### src/rtl/bfx_pkg.sv
// Shared types, constants and helpers for the extended tape-language execute unit.
// No dependencies; used by bfx_ctrl, bfx_dpath and the top level.
package bfx_pkg;

    localparam int TAPE_DEPTH         = 65536;
    localparam int OFFSET_TABLE_WIDTH = 1024;
    localparam int PTR_W              = $clog2(TAPE_DEPTH);
    localparam int OFF_LIM            = OFFSET_TABLE_WIDTH / 2;
    localparam int CELL_W             = 32;

    // instruction codes
    localparam logic [3:0] CMD_HALT     = 4'd0;
    localparam logic [3:0] CMD_ADD      = 4'd1;
    localparam logic [3:0] CMD_MOVE     = 4'd2;
    localparam logic [3:0] CMD_READ     = 4'd3;
    localparam logic [3:0] CMD_WRITE    = 4'd4;
    localparam logic [3:0] CMD_OPEN     = 4'd5;
    localparam logic [3:0] CMD_CLOSE    = 4'd6;
    localparam logic [3:0] CMD_SETCONST = 4'd7;
    localparam logic [3:0] CMD_MULADD   = 4'd8;
    localparam logic [3:0] CMD_SEEK     = 4'd9;
    localparam logic [3:0] CMD_SLEEP    = 4'd10;

    // configuration register indexes
    localparam logic [1:0] CFG_CELL_MASK = 2'd0;
    localparam logic [1:0] CFG_EOF_KEEP  = 2'd1;
    localparam logic [1:0] CFG_EOF_VALUE = 2'd2;

    // controller -> datapath
    typedef struct packed {
        logic clr_we;     // write zero at clear address, advance it
        logic accept;     // latch the input item, restart seek count
        logic rd_tgt;     // read address is pointer + offset
        logic lat_cur;    // read data is the current cell
        logic lat_tgt;    // read data is the target cell, form product
        logic exec;       // perform write / pointer move, set flags
        logic seek_move;  // pointer += step during seek
        logic seek_fail;  // seek gave up
        logic lat_cell;   // read data is the final cell
        logic load_out;   // move result into output register
    } t_ctrl;

    // datapath -> controller
    typedef struct packed {
        logic clr_last;
        logic is_seek;
        logic cell_nz;
        logic seek_limit;
        logic out_free;
    } t_stat;

    // Saturate the raw offset and reduce it to a pointer step.
    function automatic logic [PTR_W-1:0] off_step(input logic signed [10:0] raw);
        int v;
        logic [31:0] w;
        v = int'(raw);
        if (v > OFF_LIM) v = OFF_LIM;
        if (v < -OFF_LIM) v = -OFF_LIM;
        w = 32'(v);
        return w[PTR_W-1:0];
    endfunction

endpackage

### src/rtl/bfx_ctrl.sv
// Sequencer for the execute unit: clearing sweep, per-item steps and seek walk.
// Depends on bfx_pkg; drives bfx_dpath through t_ctrl / t_stat.
module bfx_ctrl (
    input  logic           i_clk,
    input  logic           i_rst_n,
    input  logic           i_in_valid,
    output logic           o_in_ready,
    input  bfx_pkg::t_stat i_stat,
    output bfx_pkg::t_ctrl o_ctrl
);

    localparam logic [2:0] S_CLR  = 3'd0;
    localparam logic [2:0] S_IDLE = 3'd1;
    localparam logic [2:0] S_CUR  = 3'd2;
    localparam logic [2:0] S_TGT  = 3'd3;
    localparam logic [2:0] S_EXEC = 3'd4;
    localparam logic [2:0] S_FIN  = 3'd5;
    localparam logic [2:0] S_TEST = 3'd6;
    localparam logic [2:0] S_OUT  = 3'd7;

    logic [2:0] r_state;
    logic [2:0] n_state;

    always_ff @(posedge i_clk) begin
        if (!i_rst_n) begin
            r_state <= S_CLR;
        end else begin
            r_state <= n_state;
        end
    end

    assign o_in_ready = (r_state == S_IDLE);

    always_comb begin
        n_state = r_state;
        o_ctrl  = '0;
        unique case (r_state)
            S_CLR: begin
                o_ctrl.clr_we = 1'b1;
                if (i_stat.clr_last) n_state = S_IDLE;
            end
            S_IDLE: begin
                if (i_in_valid) begin
                    o_ctrl.accept = 1'b1;
                    n_state       = S_CUR;
                end
            end
            S_CUR: begin
                o_ctrl.lat_cur = 1'b1;
                o_ctrl.rd_tgt  = 1'b1;
                n_state        = S_TGT;
            end
            S_TGT: begin
                o_ctrl.lat_tgt = 1'b1;
                n_state        = S_EXEC;
            end
            S_EXEC: begin
                o_ctrl.exec = 1'b1;
                n_state     = S_FIN;
            end
            S_FIN: begin
                n_state = S_TEST;
            end
            S_TEST: begin
                // seek tests the cell just read; everything else just reports it
                if (i_stat.is_seek && i_stat.cell_nz && !i_stat.seek_limit) begin
                    o_ctrl.seek_move = 1'b1;
                    n_state          = S_FIN;
                end else begin
                    o_ctrl.seek_fail = i_stat.is_seek && i_stat.cell_nz;
                    o_ctrl.lat_cell  = 1'b1;
                    n_state          = S_OUT;
                end
            end
            S_OUT: begin
                if (i_stat.out_free) begin
                    o_ctrl.load_out = 1'b1;
                    n_state         = S_IDLE;
                end
            end
            default: n_state = S_CLR;
        endcase
    end

endmodule

### config.mk
export PLATFORM = sky130hd
export DESIGN_NAME = bfx_ctrl
export DESIGN_NICKNAME = d
export VERILOG_FILES = /design/src/rtl/bfx_pkg.sv /design/src/rtl/bfx_ctrl.sv
export SDC_FILE = /design/constraint.sdc
export NUM_CORES = 1
export LEC_CHECK = 0
export BUFFER_PORTS_ARGS = -buffer_cell sky130_fd_sc_hd__clkbuf_2
export CAP_MARGIN = 20
export CORE_AREA = 2 2 39 41
export CTS_CLUSTER_SIZE = 12
export DETAILED_ROUTE_END_ITERATION = 10
export DIE_AREA = 0 0 41 43
export GPL_TIMING_DRIVEN = 0
export RECOVER_POWER = 100
export REMOVE_ABC_BUFFERS = 1
export SYNTH_ARGS = -nofsm -noshare
export SYNTH_HDL_FRONTEND = slang
export SYNTH_SLANG_ARGS = --single-unit
export TNS_END_PERCENT = 10
### constraint.sdc
create_clock -name i_clk -period 1.39 [get_ports i_clk]
set_clock_uncertainty 0.1 [all_clocks]
set_input_delay 0.278 -clock i_clk [delete_from_list [all_inputs] [get_ports i_clk]]
set_output_delay 0.278 -clock i_clk [all_outputs]
set_load 0.005 [all_outputs]
-- Yosys cells after proc, flatten, opt, wreduce, memory -nomap -nowiden
Cells that the tools add are included.
- register bits after elaboration: 3
- input bits: 8
- output and inout bits: 11
- equality and inequality tests: 10
- muxes and demuxes: 16
- reduce and logical (&&, ||, !) cells: 5
- operator list (operator ; count):
    case mux 3 bit (8 select lines) ; 1
    equality test 3 bit, second input constant ; 4
    two-way mux 3 bit ; 4
    two-way mux 1 bit ; 8
    equality test 3 x 2 -> 1 bit, second input constant ; 2
    two-way mux 2 bit ; 3
    inequality test 2 bit, second input constant ; 3
    equality test 3 x 1 -> 1 bit, second input constant ; 1
    zero test 3 bit ; 1
    AND reduction 3 bit ; 1
    logical AND 1 bit ; 2
    zero test 1 bit ; 1

-- Depth between registers and ports, before layout
- depth after elaboration: 4
- mapped depth: 4
- gate-level depth less buffers: 3

-- Worst setup path after synthesis
OpenSTA, ideal clock, no wires.
- path type: register to output
- start: register r_state[0]
- end: output o_ctrl[3] in the netlist's numbering
- data arrival time: 0.780 ns
- data required time: 1.012 ns
- path slack: 0.232 ns
- stages on the path, launching flop included: 4
- buffers on the path: 1
- path through: dfxtp_1 > buf_6 > nand3b_1 > nor3_1
- RTL lines (element ; line ; source):
    start, declared ; bfx_ctrl.sv:21 ; logic [2:0] r_state;
    start signal, assigned ; bfx_ctrl.sv:28 ; r_state <= n_state;
    end, declared ; bfx_ctrl.sv:9 ; output bfx_pkg::t_ctrl o_ctrl

==> run metrics <==
run status=finished, violations left; failing checks=setup timing; Critical path destination=o_ctrl[3]; startpoint types=flop; biggest regs=r_state (3); setup tns final=-0.0147 ns; Worst Setup SP=r_state[0]; Hold Path Depth=2; detailed-route via count=330; synthesized cell area=280 um^2; fin crit share=101%; CTS tree=done; grt total ovfl=0; CTS sink count=3; Pwr Density=871 mW/mm^2; met1 WL=300 um; YS warnings=0; number of synthesized register bits=3; Die Wd=41 um; met2 routed wirelength=337 um; largest net degree at the start of global routing=11; number of diodes=0; # rows=14; Initial Utilization=20.3%; area of the die=0.00176 mm^2; Clk Latency, worst-skew pair=0.23 ns; Port Buffers=18; Area growth, synth to finish=51.3%; initial antenna violation count=0; Synth area leader=dfxtp_1; dpl hpwl=486 um; Lkg Pwr=0.225 nW; r2r endpoint=r_state[0]; r2r setup slk=0.16 ns; Synth Instances=39; Clk pin slew, worst setup/hold paths=0.04 ns; endpoint class of the critical path=output port; Worst Path Required=1.01 ns; share of cells above drive strength 1=49.2%; Final Hold Fails=0; WS Path Type=reg2out; Global Route Usage Sum=9.01%; top sig layer=met3; # DRC=0; Slew headroom=91.0%; Max IR drop VDD=233 uV; final setup violation count=1; Worst EP arrival=1.03 ns; top post-synthesis cells by area=dfxtp_1, nor2_1, buf_6; average wire per standard cell=9.01 um; Post-synth EDFFs=0; PnR worst setup slack=-0.0147 ns; total CTS buffers=3; CTS Hold Bufs=0; Synth async-reset ratio=0%; clock root buffer=clkbuf_4; Core ar.=0.00138 mm^2; Fillers=168; post-synth top area share=21.4%; vias per inst=4.29; worst slew pin tran=0.131 ns; sequential area share after synthesis=21.4%; R2R Path Start=r_state[0]; synthesized area per cell=7.19 um^2; Synth Flop Type=dfxtp_1; max-cap viol count=0; routed wire length=694 um; Nets=70; CTS Buffer Depth=2; Sequential cell area=71.3 um^2; final slew viol count=0; H-tree levels=1; # IOs=19; post-route ant nets=0; Tmin final=1.40 ns; R2R cell count=4; setup repair after global routing missed its margin=yes; placer congestion estimate=0.691; Hold Crit Class=in2reg; area of the multi-input gates=186 um^2; most frequent cell after synthesis=nor2_1; die height=43 um; DR WL met3=57 um; Iteration-0 DRC Markers=2; post-synthesis cell type count=20; crit path max fanout=5; Power Total=369 uW; commonest cells in the synthesized netlist=nor2_1, nand2_1, a21oi_1, dfxtp_1, nand2b_1; FMAX=712 MHz; first-pass GRT wire length=1080 um; Largest register FFs=3; register with the most flip-flops=r_state; number of global-route vias before repair=290; DRT Pass-1 Iters=2
stage by stage:
| stage | setup WS [ns] | hold WS, ns | utilization [%] | instances | cell area [um^2] |
|---|---|---|---|---|---|
| final | -0.0147 | 0.205 | 30.7 | 77 | 424 |
| after floorplan | 0.221 | 0.320 | - | 35 | 236 |
| after CTS | -0.0859 | 0.195 | 30.7 | 77 | 424 |
| after global routing | -0.100 | 0.219 | 30.7 | 77 | 424 |
| after detailed placement | 0.0120 | 0.448 | 25.0 | 69 | 347 |
| after global placement | 0.0329 | 0.449 | 25.0 | 69 | 347 |
area by class of cell:
cell class | instances | share of cell area [%]
timing repair buffer | 22 | 28.3
multi-input combinational | 32 | 44.0
sequential | 3 | 16.8
tap | 16 | 4.72
clock buffer | 4 | 6.19
metal layers:
layer  global-route usage, %  vias to the layer above
met5                       0                        -
met4                    4.00                        0
met3                    4.71                        0
met2                    12.8                       11
met1                    10.8                      142
li1                        -                      177
worst min path at each step:
stage          startpoint         end
2_1_floorplan     i_rst_n  r_state[0]
3_3_place_gp      i_rst_n  r_state[0]
3_5_place_dp      i_rst_n  r_state[0]
4_1_cts           i_rst_n  r_state[1]
5_1_grt           i_rst_n  r_state[1]
6_report          i_rst_n  r_state[1]
critical path: stages, from the launching register on:
cell and delay (ns):
dfxtp_4 0.34, nand3b_1 0.19, nor3_1 0.13, buf_2 0.14
logic make-up (layout without fill, tap and decap cells):
kind of cell	Yosys count	count (layout)	share of synthesized area (%)
and+or+nand+nor	25	25	46.0
AOI/OAI and AO/OA	6	6	13.4
buffers and inverters	4	26	15.6
DFF	3	3	21.4
muxes	1	1	3.57
report_power, final:
group          switching [mW]  internal (mW)
logic                  0.0434         0.0612
clock network          0.0485          0.108
registers              0.0145         0.0939
cells in the final DEF (no fill, tap or decap), drive strengths merged:
cell,netlist,final
buf,3,10
a21oi,3,3
mux2i,1,1
nand3,1,1
nand3b,1,1
clkbuf,1,16
and2,1,1
nor3,2,2
and3,1,1
o211a,1,1
and3b,1,1
nor3b,2,2
nand2b,3,3
or3,1,1
dfxtp,3,3
nand2,4,4
a21boi,1,1
o21ai,1,1
nor2,8,8
what timing repair did:
item / 4_1_cts / 5_1_grt
pin swaps: 2 / 3
endpoints found under the setup margin: 10 / 10
gates resized for setup: 9 / 7
setup buffers: 4 / 0
Power figures use the tool's default switching activity.
